===== config.mk =====
export PLATFORM = sky130hd
export DESIGN_NAME = jpeg_header_size_parser_flat
export DESIGN_NICKNAME = d
export VERILOG_FILES = /design/src/design/jhsp_pkg.sv /design/src/design/jhsp_if.sv /design/src/design/jhsp_align.sv /design/src/design/jhsp_parse.sv /design/src/design/jpeg_header_size_parser.sv /design/src/flat_wrapper.sv
export SDC_FILE = /design/constraint.sdc
export NUM_CORES = 1
export LEC_CHECK = 0
export ABC_AREA = 1
export BUFFER_PORTS_ARGS = -buffer_cell sky130_fd_sc_hd__buf_2
export CAP_MARGIN = 20
export CORE_MARGIN = 8
export CORE_UTILIZATION = 50
export DETAILED_ROUTE_END_ITERATION = 7
export PLACE_DENSITY = 0.69
export SLEW_MARGIN = 0
export SYNTH_ARGS = -nofsm -noshare
export SYNTH_HDL_FRONTEND = slang
export SYNTH_SLANG_ARGS = --single-unit

===== constraint.sdc =====
create_clock -name clk_i -period 6.4 [get_ports clk_i]
set_input_delay 1.92 -clock clk_i [delete_from_list [all_inputs] [get_ports clk_i]]
set_output_delay 1.92 -clock clk_i [all_outputs]
set_load 0.1 [all_outputs]

===== src/design/jhsp_pkg.sv =====
// ----------------------------------------------------------------------------
// jhsp_pkg
// shared types and constants of the jpeg header size parser
// ----------------------------------------------------------------------------
package jhsp_pkg;

  localparam int unsigned DimW = 16;
  localparam int unsigned OutDimW = DimW + 1;

  localparam logic [7:0] BYTE_MARK = 8'hFF;
  localparam logic [7:0] BYTE_SOI  = 8'hD8;
  localparam logic [7:0] BYTE_SOF0 = 8'hC0;
  localparam logic [7:0] BYTE_SOS  = 8'hDA;
  localparam logic [7:0] BYTE_EOI  = 8'hD9;

  localparam logic [7:0] SAMP_420  = 8'h22;
  localparam logic [7:0] SAMP_422  = 8'h21;
  localparam logic [7:0] SAMP_444  = 8'h11;
  localparam logic [7:0] SAMP_GRAY = 8'h01;

  localparam logic [7:0] COMP_CMYK = 8'd4;

  typedef enum logic [2:0] {
    ST_OK          = 3'd0,
    ST_BAD_START   = 3'd1,
    ST_BAD_MARKER  = 3'd2,
    ST_UNSUPPORTED = 3'd3,
    ST_NO_FRAME    = 3'd4
  } status_e;

  typedef struct packed {
    status_e              status;
    logic [OutDimW-1:0]   width;
    logic [OutDimW-1:0]   height;
  } align_t;

  typedef struct packed {
    logic                 valid;
    status_e              status;
    logic [OutDimW-1:0]   width;
    logic [OutDimW-1:0]   height;
    logic [7:0]           comp;
    logic [7:0]           samp;
  } result_t;

endpackage


===== src/design/jhsp_if.sv =====
// ----------------------------------------------------------------------------
// jhsp_if
// valid/ready channels of the jpeg header size parser
// ----------------------------------------------------------------------------
interface jhsp_in_if;
  logic       valid;
  logic       ready;
  logic [7:0] data_byte;
  logic       last_byte;

  modport source (output valid, output data_byte, output last_byte, input ready);
  modport sink   (input valid, input data_byte, input last_byte, output ready);
endinterface

interface jhsp_cfg_if;
  logic valid;
  logic ready;
  logic align_enable;

  modport source (output valid, output align_enable, input ready);
  modport sink   (input valid, input align_enable, output ready);
endinterface

interface jhsp_out_if;
  logic                          valid;
  logic                          ready;
  logic [2:0]                    status;
  logic [jhsp_pkg::OutDimW-1:0]  image_width;
  logic [jhsp_pkg::OutDimW-1:0]  image_height;
  logic [7:0]                    component_count;
  logic [7:0]                    sampling_factors;

  modport source (output valid, output status, output image_width, output image_height,
                  output component_count, output sampling_factors, input ready);
  modport sink   (input valid, input status, input image_width, input image_height,
                  input component_count, input sampling_factors, output ready);
endinterface


===== src/design/jhsp_align.sv =====
// ----------------------------------------------------------------------------
// jhsp_align
// sampling check and dimension rounding, when enabled, at the first sampling byte of the frame header
// ----------------------------------------------------------------------------
module jhsp_align (
  input  logic                          align_enable_i,
  input  logic [jhsp_pkg::DimW-1:0]     width_i,
  input  logic [jhsp_pkg::DimW-1:0]     height_i,
  input  logic [7:0]                    comp_i,
  input  logic [7:0]                    samp_i,
  output jhsp_pkg::align_t              align_o
);

  localparam int unsigned W = jhsp_pkg::OutDimW;

  logic         known;
  logic [W-1:0] w_ext;
  logic [W-1:0] h_ext;
  logic [W-1:0] w_r16;
  logic [W-1:0] w_r8;
  logic [W-1:0] h_r16;
  logic [W-1:0] h_r8;

  assign known = samp_i inside {jhsp_pkg::SAMP_420, jhsp_pkg::SAMP_422,
                                jhsp_pkg::SAMP_444, jhsp_pkg::SAMP_GRAY};
  assign w_ext = {1'b0, width_i};
  assign h_ext = {1'b0, height_i};
  assign w_r16 = (w_ext + W'(15)) & ~W'(15);
  assign w_r8  = (w_ext + W'(7)) & ~W'(7);
  assign h_r16 = (h_ext + W'(15)) & ~W'(15);
  assign h_r8  = (h_ext + W'(7)) & ~W'(7);

  always_comb begin
    align_o.status = jhsp_pkg::ST_OK;
    align_o.width  = w_ext;
    align_o.height = h_ext;
    if (align_enable_i) begin
      if (comp_i == jhsp_pkg::COMP_CMYK || !known) begin
        align_o.status = jhsp_pkg::ST_UNSUPPORTED;
        align_o.width  = '0;
        align_o.height = '0;
      end else begin
        align_o.width  = (samp_i == jhsp_pkg::SAMP_420 || samp_i == jhsp_pkg::SAMP_422)
                         ? w_r16 : w_r8;
        align_o.height = (samp_i == jhsp_pkg::SAMP_420) ? h_r16 : h_r8;
      end
    end
  end

endmodule


===== src/design/jhsp_parse.sv =====
// ----------------------------------------------------------------------------
// jhsp_parse
// marker walk state and per-byte decision logic
// ----------------------------------------------------------------------------
module jhsp_parse (
  input  logic               clk_i,
  input  logic               rst_ni,
  input  logic               step_i,
  input  logic [7:0]         data_byte_i,
  input  logic               last_byte_i,
  input  logic               align_enable_i,
  output jhsp_pkg::result_t  res_o
);

  localparam logic [3:0] PH_SOI0   = 4'd0;
  localparam logic [3:0] PH_SOI1   = 4'd1;
  localparam logic [3:0] PH_MK0    = 4'd2;
  localparam logic [3:0] PH_MK1    = 4'd3;
  localparam logic [3:0] PH_LEN0   = 4'd4;
  localparam logic [3:0] PH_LEN1   = 4'd5;
  localparam logic [3:0] PH_SKIP   = 4'd6;
  localparam logic [3:0] PH_SOFPRE = 4'd7;
  localparam logic [3:0] PH_SOF    = 4'd8;
  localparam logic [3:0] PH_DONE   = 4'd9;

  localparam int unsigned DW = jhsp_pkg::DimW;

  logic [3:0]    phase_q, phase_d;
  logic [15:0]   skip_q, skip_d;
  logic [2:0]    idx_q, idx_d;
  logic [DW-1:0] height_q, height_d;
  logic [DW-1:0] width_q, width_d;
  logic [7:0]    comp_q, comp_d;
  logic          done_q, done_d;

  logic [15:0]       len;
  logic [15:0]       skip_dec;
  logic              decide;
  jhsp_pkg::align_t  align;

  jhsp_align u_align (
    .align_enable_i (align_enable_i),
    .width_i        (width_q),
    .height_i       (height_q),
    .comp_i         (comp_q),
    .samp_i         (data_byte_i),
    .align_o        (align)
  );

  assign len      = {skip_q[7:0], data_byte_i};
  assign skip_dec = skip_q - 16'd1;

  always_comb begin
    phase_d  = phase_q;
    skip_d   = skip_q;
    idx_d    = idx_q;
    height_d = height_q;
    width_d  = width_q;
    comp_d   = comp_q;
    done_d   = done_q;
    decide   = 1'b0;
    res_o    = '0;

    case (phase_q)
      PH_SOI0: begin
        if (data_byte_i == jhsp_pkg::BYTE_MARK) begin
          phase_d = PH_SOI1;
        end else begin
          decide       = 1'b1;
          res_o.status = jhsp_pkg::ST_BAD_START;
        end
      end
      PH_SOI1: begin
        if (data_byte_i == jhsp_pkg::BYTE_SOI) begin
          phase_d = PH_MK0;
        end else begin
          decide       = 1'b1;
          res_o.status = jhsp_pkg::ST_BAD_START;
        end
      end
      PH_MK0: begin
        if (data_byte_i == jhsp_pkg::BYTE_MARK) begin
          phase_d = PH_MK1;
        end else begin
          decide       = 1'b1;
          res_o.status = jhsp_pkg::ST_BAD_MARKER;
        end
      end
      PH_MK1: begin
        if (data_byte_i == jhsp_pkg::BYTE_SOF0) begin
          skip_d  = 16'd3;
          phase_d = PH_SOFPRE;
        end else if (data_byte_i == jhsp_pkg::BYTE_SOS ||
                     data_byte_i == jhsp_pkg::BYTE_EOI) begin
          decide       = 1'b1;
          res_o.status = jhsp_pkg::ST_NO_FRAME;
        end else begin
          phase_d = PH_LEN0;
        end
      end
      PH_LEN0: begin
        skip_d  = {8'd0, data_byte_i};
        phase_d = PH_LEN1;
      end
      PH_LEN1: begin
        if (len < 16'd2) begin
          decide       = 1'b1;
          res_o.status = jhsp_pkg::ST_BAD_MARKER;
        end else begin
          skip_d  = len - 16'd2;
          phase_d = (len == 16'd2) ? PH_MK0 : PH_SKIP;
        end
      end
      PH_SKIP: begin
        skip_d = skip_dec;
        if (skip_dec == '0) begin
          phase_d = PH_MK0;
        end
      end
      PH_SOFPRE: begin
        skip_d = skip_dec;
        if (skip_dec == '0) begin
          idx_d   = '0;
          phase_d = PH_SOF;
        end
      end
      PH_SOF: begin
        idx_d = idx_q + 3'd1;
        case (idx_q)
          3'd0, 3'd1: height_d = {height_q[DW-9:0], data_byte_i};
          3'd2, 3'd3: width_d  = {width_q[DW-9:0], data_byte_i};
          3'd4:       comp_d   = data_byte_i;
          3'd5:       ;
          default: begin
            decide       = 1'b1;
            res_o.status = align.status;
            if (align.status == jhsp_pkg::ST_OK) begin
              res_o.width  = align.width;
              res_o.height = align.height;
              res_o.comp   = comp_q;
              res_o.samp   = data_byte_i;
            end
          end
        endcase
      end
      default: ;
    endcase

    if (decide) begin
      phase_d = PH_DONE;
      done_d  = 1'b1;
    end
    res_o.valid = decide;

    if (last_byte_i) begin
      if (!done_q && !decide) begin
        res_o.valid  = 1'b1;
        res_o.status = (phase_d == PH_SOI1) ? jhsp_pkg::ST_BAD_START : jhsp_pkg::ST_NO_FRAME;
      end
      phase_d  = PH_SOI0;
      skip_d   = '0;
      idx_d    = '0;
      height_d = '0;
      width_d  = '0;
      comp_d   = '0;
      done_d   = 1'b0;
    end
  end

  always_ff @(posedge clk_i or negedge rst_ni) begin
    if (!rst_ni) begin
      phase_q  <= PH_SOI0;
      skip_q   <= '0;
      idx_q    <= '0;
      height_q <= '0;
      width_q  <= '0;
      comp_q   <= '0;
      done_q   <= 1'b0;
    end else if (step_i) begin
      phase_q  <= phase_d;
      skip_q   <= skip_d;
      idx_q    <= idx_d;
      height_q <= height_d;
      width_q  <= width_d;
      comp_q   <= comp_d;
      done_q   <= done_d;
    end
  end

endmodule


===== src/design/jpeg_header_size_parser.sv =====
// ----------------------------------------------------------------------------
// jpeg_header_size_parser
// frame size extraction from a jpeg byte stream, one result per image
// ----------------------------------------------------------------------------
// Bytes enter through an input register, one per cycle while the input is not
// stalled; each byte is parsed by the marker state machine and any result is
// loaded into an output register, so the request that decides a result goes
// through the input register and then the output register, and the sustained
// rate is one byte per clock while the receiver takes results. A result that
// is held off by the receiver stops the parser; one more request can wait in
// the input register before the input stalls. The user must write align_enable
// through the config channel only while the stream is idle; the block itself
// does not enforce this. There is no clearing pass after reset.
module jpeg_header_size_parser (
  input  logic          clk_i,
  input  logic          rst_ni,
  jhsp_in_if.sink       in_i,
  jhsp_cfg_if.sink      cfg_i,
  jhsp_out_if.source    out_o
);

  logic              align_q;
  logic              in_vld_q;
  logic [7:0]        in_byte_q;
  logic              in_last_q;
  logic              step;
  jhsp_pkg::result_t res;
  jhsp_pkg::result_t out_q;

  assign cfg_i.ready = 1'b1;

  always_ff @(posedge clk_i or negedge rst_ni) begin
    if (!rst_ni) begin
      align_q <= 1'b0;
    end else if (cfg_i.valid) begin
      align_q <= cfg_i.align_enable;
    end
  end

  assign step       = in_vld_q && (!out_q.valid || out_o.ready);
  assign in_i.ready = !in_vld_q || step;

  always_ff @(posedge clk_i or negedge rst_ni) begin
    if (!rst_ni) begin
      in_vld_q <= 1'b0;
    end else if (in_i.ready) begin
      in_vld_q <= in_i.valid;
    end
  end

  always_ff @(posedge clk_i) begin
    if (in_i.ready && in_i.valid) begin
      in_byte_q <= in_i.data_byte;
      in_last_q <= in_i.last_byte;
    end
  end

  jhsp_parse u_parse (
    .clk_i          (clk_i),
    .rst_ni         (rst_ni),
    .step_i         (step),
    .data_byte_i    (in_byte_q),
    .last_byte_i    (in_last_q),
    .align_enable_i (align_q),
    .res_o          (res)
  );

  always_ff @(posedge clk_i or negedge rst_ni) begin
    if (!rst_ni) begin
      out_q <= '0;
    end else if (step) begin
      out_q.valid <= res.valid;
      if (res.valid) begin
        out_q.status <= res.status;
        out_q.width  <= res.width;
        out_q.height <= res.height;
        out_q.comp   <= res.comp;
        out_q.samp   <= res.samp;
      end
    end else if (out_o.ready) begin
      out_q.valid <= 1'b0;
    end
  end

  assign out_o.valid            = out_q.valid;
  assign out_o.status           = out_q.status;
  assign out_o.image_width      = out_q.width;
  assign out_o.image_height     = out_q.height;
  assign out_o.component_count  = out_q.comp;
  assign out_o.sampling_factors = out_q.samp;

endmodule


===== src/flat_wrapper.sv =====
// flat-port wrapper written by rule: the top's interface ports become plain ports
module jpeg_header_size_parser_flat 
  (clk_i, rst_ni, in_i_valid, in_i_data_byte, in_i_last_byte, in_i_ready, cfg_i_valid, cfg_i_align_enable, cfg_i_ready, out_o_valid, out_o_status, out_o_image_width, out_o_image_height, out_o_component_count, out_o_sampling_factors, out_o_ready);
  jhsp_in_if in_i_i ();
  jhsp_cfg_if cfg_i_i ();
  jhsp_out_if out_o_i ();
  input  logic clk_i;
  input  logic rst_ni;
  input wire logic [$bits(in_i_i.valid)-1:0] in_i_valid;
  input wire logic [$bits(in_i_i.data_byte)-1:0] in_i_data_byte;
  input wire logic [$bits(in_i_i.last_byte)-1:0] in_i_last_byte;
  output wire logic [$bits(in_i_i.ready)-1:0] in_i_ready;
  input wire logic [$bits(cfg_i_i.valid)-1:0] cfg_i_valid;
  input wire logic [$bits(cfg_i_i.align_enable)-1:0] cfg_i_align_enable;
  output wire logic [$bits(cfg_i_i.ready)-1:0] cfg_i_ready;
  output wire logic [$bits(out_o_i.valid)-1:0] out_o_valid;
  output wire logic [$bits(out_o_i.status)-1:0] out_o_status;
  output wire logic [$bits(out_o_i.image_width)-1:0] out_o_image_width;
  output wire logic [$bits(out_o_i.image_height)-1:0] out_o_image_height;
  output wire logic [$bits(out_o_i.component_count)-1:0] out_o_component_count;
  output wire logic [$bits(out_o_i.sampling_factors)-1:0] out_o_sampling_factors;
  input wire logic [$bits(out_o_i.ready)-1:0] out_o_ready;
  assign in_i_i.valid = in_i_valid;
  assign in_i_i.data_byte = in_i_data_byte;
  assign in_i_i.last_byte = in_i_last_byte;
  assign in_i_ready = in_i_i.ready;
  assign cfg_i_i.valid = cfg_i_valid;
  assign cfg_i_i.align_enable = cfg_i_align_enable;
  assign cfg_i_ready = cfg_i_i.ready;
  assign out_o_valid = out_o_i.valid;
  assign out_o_status = out_o_i.status;
  assign out_o_image_width = out_o_i.image_width;
  assign out_o_image_height = out_o_i.image_height;
  assign out_o_component_count = out_o_i.component_count;
  assign out_o_sampling_factors = out_o_i.sampling_factors;
  assign out_o_i.ready = out_o_ready;
  jpeg_header_size_parser u_core (.clk_i(clk_i), .rst_ni(rst_ni), .in_i(in_i_i), .cfg_i(cfg_i_i), .out_o(out_o_i));
endmodule

Yosys cells after proc, flatten, opt, wreduce, memory -nomap -nowiden:

Index checks and enable logic that the tools add are counted.

* add/sub/neg operators: 7
* multiply operators: 0
* divide/modulo/power cells: 0
* order comparisons: 1
* eq/ne operators: 28
* shifts and indexed selects: 0
* multiplexer cells: 57
* bitwise gates (word level): 0
* reduce and logical (&&, ||, !) cells: 38

Operator list (count)
* two-way mux 16 bit: 9
* two-way mux 50 bit: 2
* one-hot mux 16 bit (4 select lines): 1
* two-way mux 53 bit: 1
* two-way mux 4 bit: 12
* equality test 8 bit (second input constant): 5
* two-way mux 36 bit: 1
* adder 16 x 3 -> 17 bit (second input constant): 2
* adder 16 x 4 -> 17 bit (second input constant): 2
* two-way mux 17 bit: 2
* two-way mux 34 bit: 1
* one-hot mux 4 bit (8 select lines): 1
* two-way mux 8 bit: 3
* two-way mux 3 bit: 6
* one-hot mux 3 bit (6 select lines): 1
* equality test 16 x 2 -> 1 bit (second input constant): 1
* equality test 4 x 3 -> 1 bit (second input constant): 4
* equality test 8 x 6 -> 1 bit (second input constant): 2
* zero test 16 bit: 1
* less-than comparator 16 x 2 -> 1 bit (second input constant): 1
* subtractor 16 x 1 -> 16 bit (second input constant): 1
* subtractor 16 x 2 -> 16 bit (second input constant): 1
* two-way mux 1 bit: 12
* AND reduction 3 bit: 4
* 27 further kinds: 55

* register bits after elaboration: 129
* bits in latches: 0
* RAM bits: 0
* ROM bits: 0
* bits of input ports: 15
* word-level logic and storage cells: 148
* memories kept: 0

Depth between registers and ports, before layout:

* depth after elaboration: 13
* mapped depth: 16

Modules after synthesis:

Synthesis repeated with hierarchy kept, for this count alone.

* cell total of the unflattened synthesis: 1190
* area total of the unflattened synthesis: 8531.9 um^2

By module, submodules not included
* jhsp_parse: times used 1, cells each 624, area an instance 4470.5 um^2, sequential area each 1601.5 um^2
* jpeg_header_size_parser: times used 1, cells each 260, area an instance 2620.0 um^2, sequential area each 1671.6 um^2
* jhsp_align: times used 1, cells each 306, area an instance 1441.4 um^2, sequential area each 0.0 um^2

Worst setup path before layout:

No wires, ideal clock.

* path kind: input port to output port
* start: in out_o_ready
* end: out in_i_ready
* data arrival time: 2728 ps
* setup slack: 1752 ps
* stages on the path: 2
* buffers on the path: 0
* cells stage by stage: inv_1 -> nand3_1

* longest elaborated chain between the ends: 3

RTL lines
* from (decl): line flat_wrapper.sv:22 `input wire logic [$bits(out_o_i.ready)-1:0] out_o_ready;`
* logical OR 1 bit: line jpeg_header_size_parser.sv:40 `assign step = in_vld_q && (!out_q.valid || out_o.ready);`
* logical AND 1 bit: line jpeg_header_size_parser.sv:40
* logical OR 1 bit: line jpeg_header_size_parser.sv:41 `assign in_i.ready = !in_vld_q || step;`
* to (decl): line flat_wrapper.sv:12 `output wire logic [$bits(in_i_i.ready)-1:0] in_i_ready;`

Every way passes these cells.

Final worst setup path:

Ends and elaborated chain as after synthesis.

==> impl_metrics.env <==
export IMPL_run_status="completed"
export IMPL_wl_per_cell_um=16.1
export IMPL_cts_hold_buffers=0
export IMPL_fp_dieW_um=137
export IMPL_synthArstFlopShare_pct=93.0
export IMPL_vias=6581
export IMPL_post_synth_instance_area_um2=7260
export IMPL_yosysWarnings=0
export IMPL_io_pin_count=71
export IMPL_syn_to_final_growth_pct=13.8
export IMPL_period_share_pct=70.3
export IMPL_drv_slew=0
export IMPL_overflow=0
export IMPL_internal_power_mw=1.87
export IMPL_n_antenna_cell=0
export IMPL_clock_latency_ps=430
export IMPL_leakagePower_nw=4.18
export IMPL_place_ws_ps=1890
export IMPL_swShare_pct=43.9
export IMPL_crit_path_top_delay_cell="buf_2"
export IMPL_syn_nets=964
export IMPL_cts_tree="yes"
export IMPL_grt_max_degree=70
export IMPL_r2r_slack_ps=3330
export IMPL_synthCells=943
export IMPL_crit_chain="buf_2 -> inv_1 -> nand3_1 -> buf_2"
export IMPL_cts_resized=0
export IMPL_cts_htree_levels=4
export IMPL_critPathMaxStageDelay_ps=440
export IMPL_synth_edf_count=9
export IMPL_detail_route_vias_per_cell=5.46
export IMPL_ys_seq_area_share_pct=45.1
export IMPL_cts_buffers=17
export IMPL_fill_cells=1372
export IMPL_first_global_vias=6249
export IMPL_grt_setup_unrepaired="no"
export IMPL_fp_dieArea_um2=18600
export IMPL_cp_max_fo=3
export IMPL_postCtsSetupBuffers=0
export IMPL_drt_iter0_drc=577
export IMPL_startpoint_type="input port"
export IMPL_cp_end_kind="output port"
export IMPL_peakVddDrop_mv=0.259
export IMPL_synth_distinct_cells=46
export IMPL_rows=44
export IMPL_fmax_ghz=0.222
export IMPL_combinationalPowerShare_pct=39.2
export IMPL_drive_gt1_share_pct=17.1
export IMPL_ant_nets=0
export IMPL_fin_worst_skew_ps=10.2
export IMPL_place_hpwl_um=14100
export IMPL_avgSynthCellArea_um2=7.70
export IMPL_clock_sinks=129
export IMPL_grt_usage_pct=21.4
export IMPL_drtPass1Iterations=5
export IMPL_synth_seq_cells=129
export IMPL_cts_root_buffer="clkbuf_16"
export IMPL_core_um2=14400
export IMPL_fin_nets=1033
export IMPL_p_seq_share_pct=33.2
export IMPL_grt_first_pass_wirelength_um=31600
export IMPL_ys_flop_type="dfrtp_1"
export IMPL_criticalPathCategory="input port to output port"
export IMPL_tns_ps=0
export IMPL_drt_total_wl_um=19400
export IMPL_setup_violations=0
export IMPL_clockBufferDepth=2
export IMPL_hold_viol_final=0
export IMPL_power_switching_mw=1.46
export IMPL_power_density_nw_per_um2=403
export IMPL_power_frac_clock_pct=27.6
export IMPL_relSlewSlack_pct=39.1
export IMPL_cap_viol_max_count=0
export IMPL_crit_top_cell="buf_2"
export IMPL_crit_arrival_ps=2580
export IMPL_min_path_type="flip-flop to flip-flop"
export IMPL_tightest_slew_ps=914
export IMPL_critPathRequiredTime_ps=4480
export IMPL_io_buffers=69
export IMPL_place_gp_congestion=0.891
export IMPL_period_needed_ps=4500
export IMPL_drc=0
export IMPL_clk_pin_slew_worst_paths_ps=50
export IMPL_start_util_pct=50.6
export IMPL_die_height_um=137
export IMPL_fin_ws_ps=1900
export IMPL_antenna_found_initial=0
-- layer usage --
metal	track usage (%)	share of wire, %	routed length [um]
met1	28.6	45	8820
met2	33.5	46	8830
met3	3.89	6.7	1290
met4	9.09	2.3	440
met5	0	0	0
-- layout make-up --
class / instances / area (um2) / share of cell area (%)
flip-flops and latches: 129 / 3270 / 39.6
clock buffers: 21 / 460 / 5.57
repair buffers: 73 / 378 / 4.57
multi-input cells: 668 / 3360 / 40.7
clock inverters: 8 / 90.1 / 1.09
well taps: 184 / 230 / 2.79
inverters: 123 / 469 / 5.68
-- power groups by stage --
stage / clock network [mW] / registers (mW) / logic, mW
floorplan: 0 / 1.28 / 0.874
CTS: 0.936 / 1.10 / 1.31
finish: 0.920 / 1.11 / 1.31
global route: 0.969 / 1.13 / 1.45
detailed placement: 0 / 1.12 / 1.30
global placement: 0 / 1.11 / 1.28
-- sequential cells by signal (all words and copies together) (netlist names), 3 cells and up --
name                           flops
u_core.in_byte_q                   8
u_core.out_o.component_count       8
u_core.out_o.image_height         17
u_core.out_o.image_width          17
u_core.out_o.sampling_factors      8
u_core.out_o.status                3
u_core.u_parse.comp_q              8
u_core.u_parse.height_q           16
u_core.u_parse.idx_q               3
u_core.u_parse.phase_q             4
u_core.u_parse.skip_q             16
u_core.u_parse.width_q            16
-- critical path: cells and delay by family --
| family | cells | cell delay [ps] |
|---|---|---|
| buf+inv | 3 | 550 |
| simple gates | 1 | 100 |
-- per-stage QoR --
step,cells,power [mW],area [um2],utilization [%],hold WS [ps]
3_3_place_gp,1177,2.39,7710,53.7,460
2_1_floorplan,943,2.16,7260,-,464
3_5_place_dp,1177,2.41,7710,53.7,464
6_report,1206,3.33,8270,57.5,471
4_1_cts,1206,3.34,8270,57.5,479
5_1_grt,1206,3.54,8270,57.5,502
-- cells in the mapped netlist (all sizes together) (6+ instances only) --
master	n	area, um2
xor2	11	96.3
edfxtp	9	270
o21ai	87	533
nor3	24	131
o31ai	7	52.6
nor4	6	37.5
o22ai	30	188
nand4	13	87.6
ha	6	75.1
a21oi	22	121
nor2	102	423
nand2	276	1110
inv	121	462
clkbuf	7	26.3
nand3	62	325
buf	16	141
dfrtp	120	3000
-- kinds of logic after synthesis --
group	Yosys count	synth area share, %
simple gates	486	29.5
compound gates	164	14.3
buf+inv	146	8.77
flops	129	45.1
xor+xnor	11	1.33
fa+ha+maj	6	1.03
other cells	1	0.0516
-- path summary, 6_finish.rpt --
| kind | from | to | depth (start not counted) |
|---|---|---|---|
| hold / removal | u_core.out_o.component_count[6] | u_core.out_o.component_count[6] | 2 |
| hold reg to reg | u_core.out_o.component_count[6] | u_core.out_o.component_count[6] | 2 |
| setup reg to reg | u_core.u_parse.phase_q[1] | u_core.out_o.component_count[5] | 11 |
| min in group asynchronous | rst_ni | u_core.u_parse.skip_q[14] | 1 |
| max in group asynchronous | rst_ni | u_core.out_o.image_width[13] | 2 |
| setup / recovery | out_o_ready | in_i_ready | 4 |
-- cell usage in the layout (no fill, tap or decap), types with 7 or more instances in the layout --
cell and instances:
a21oi_1 21, buf_2 68, clkbuf_16 17, dfrtp_1 120, edfxtp_1 9, inv_1 109, inv_2 11, nand2_1 258
nand2_2 13, nand3_1 59, nand4_1 12, nor2_1 92, nor2_2 7, nor3_1 21, o21ai_0 53, o21ai_1 8
o21ai_2 26, o22ai_1 30, o31ai_1 7, xor2_1 11
No activity file was read; power rests on OpenSTA's default activity.
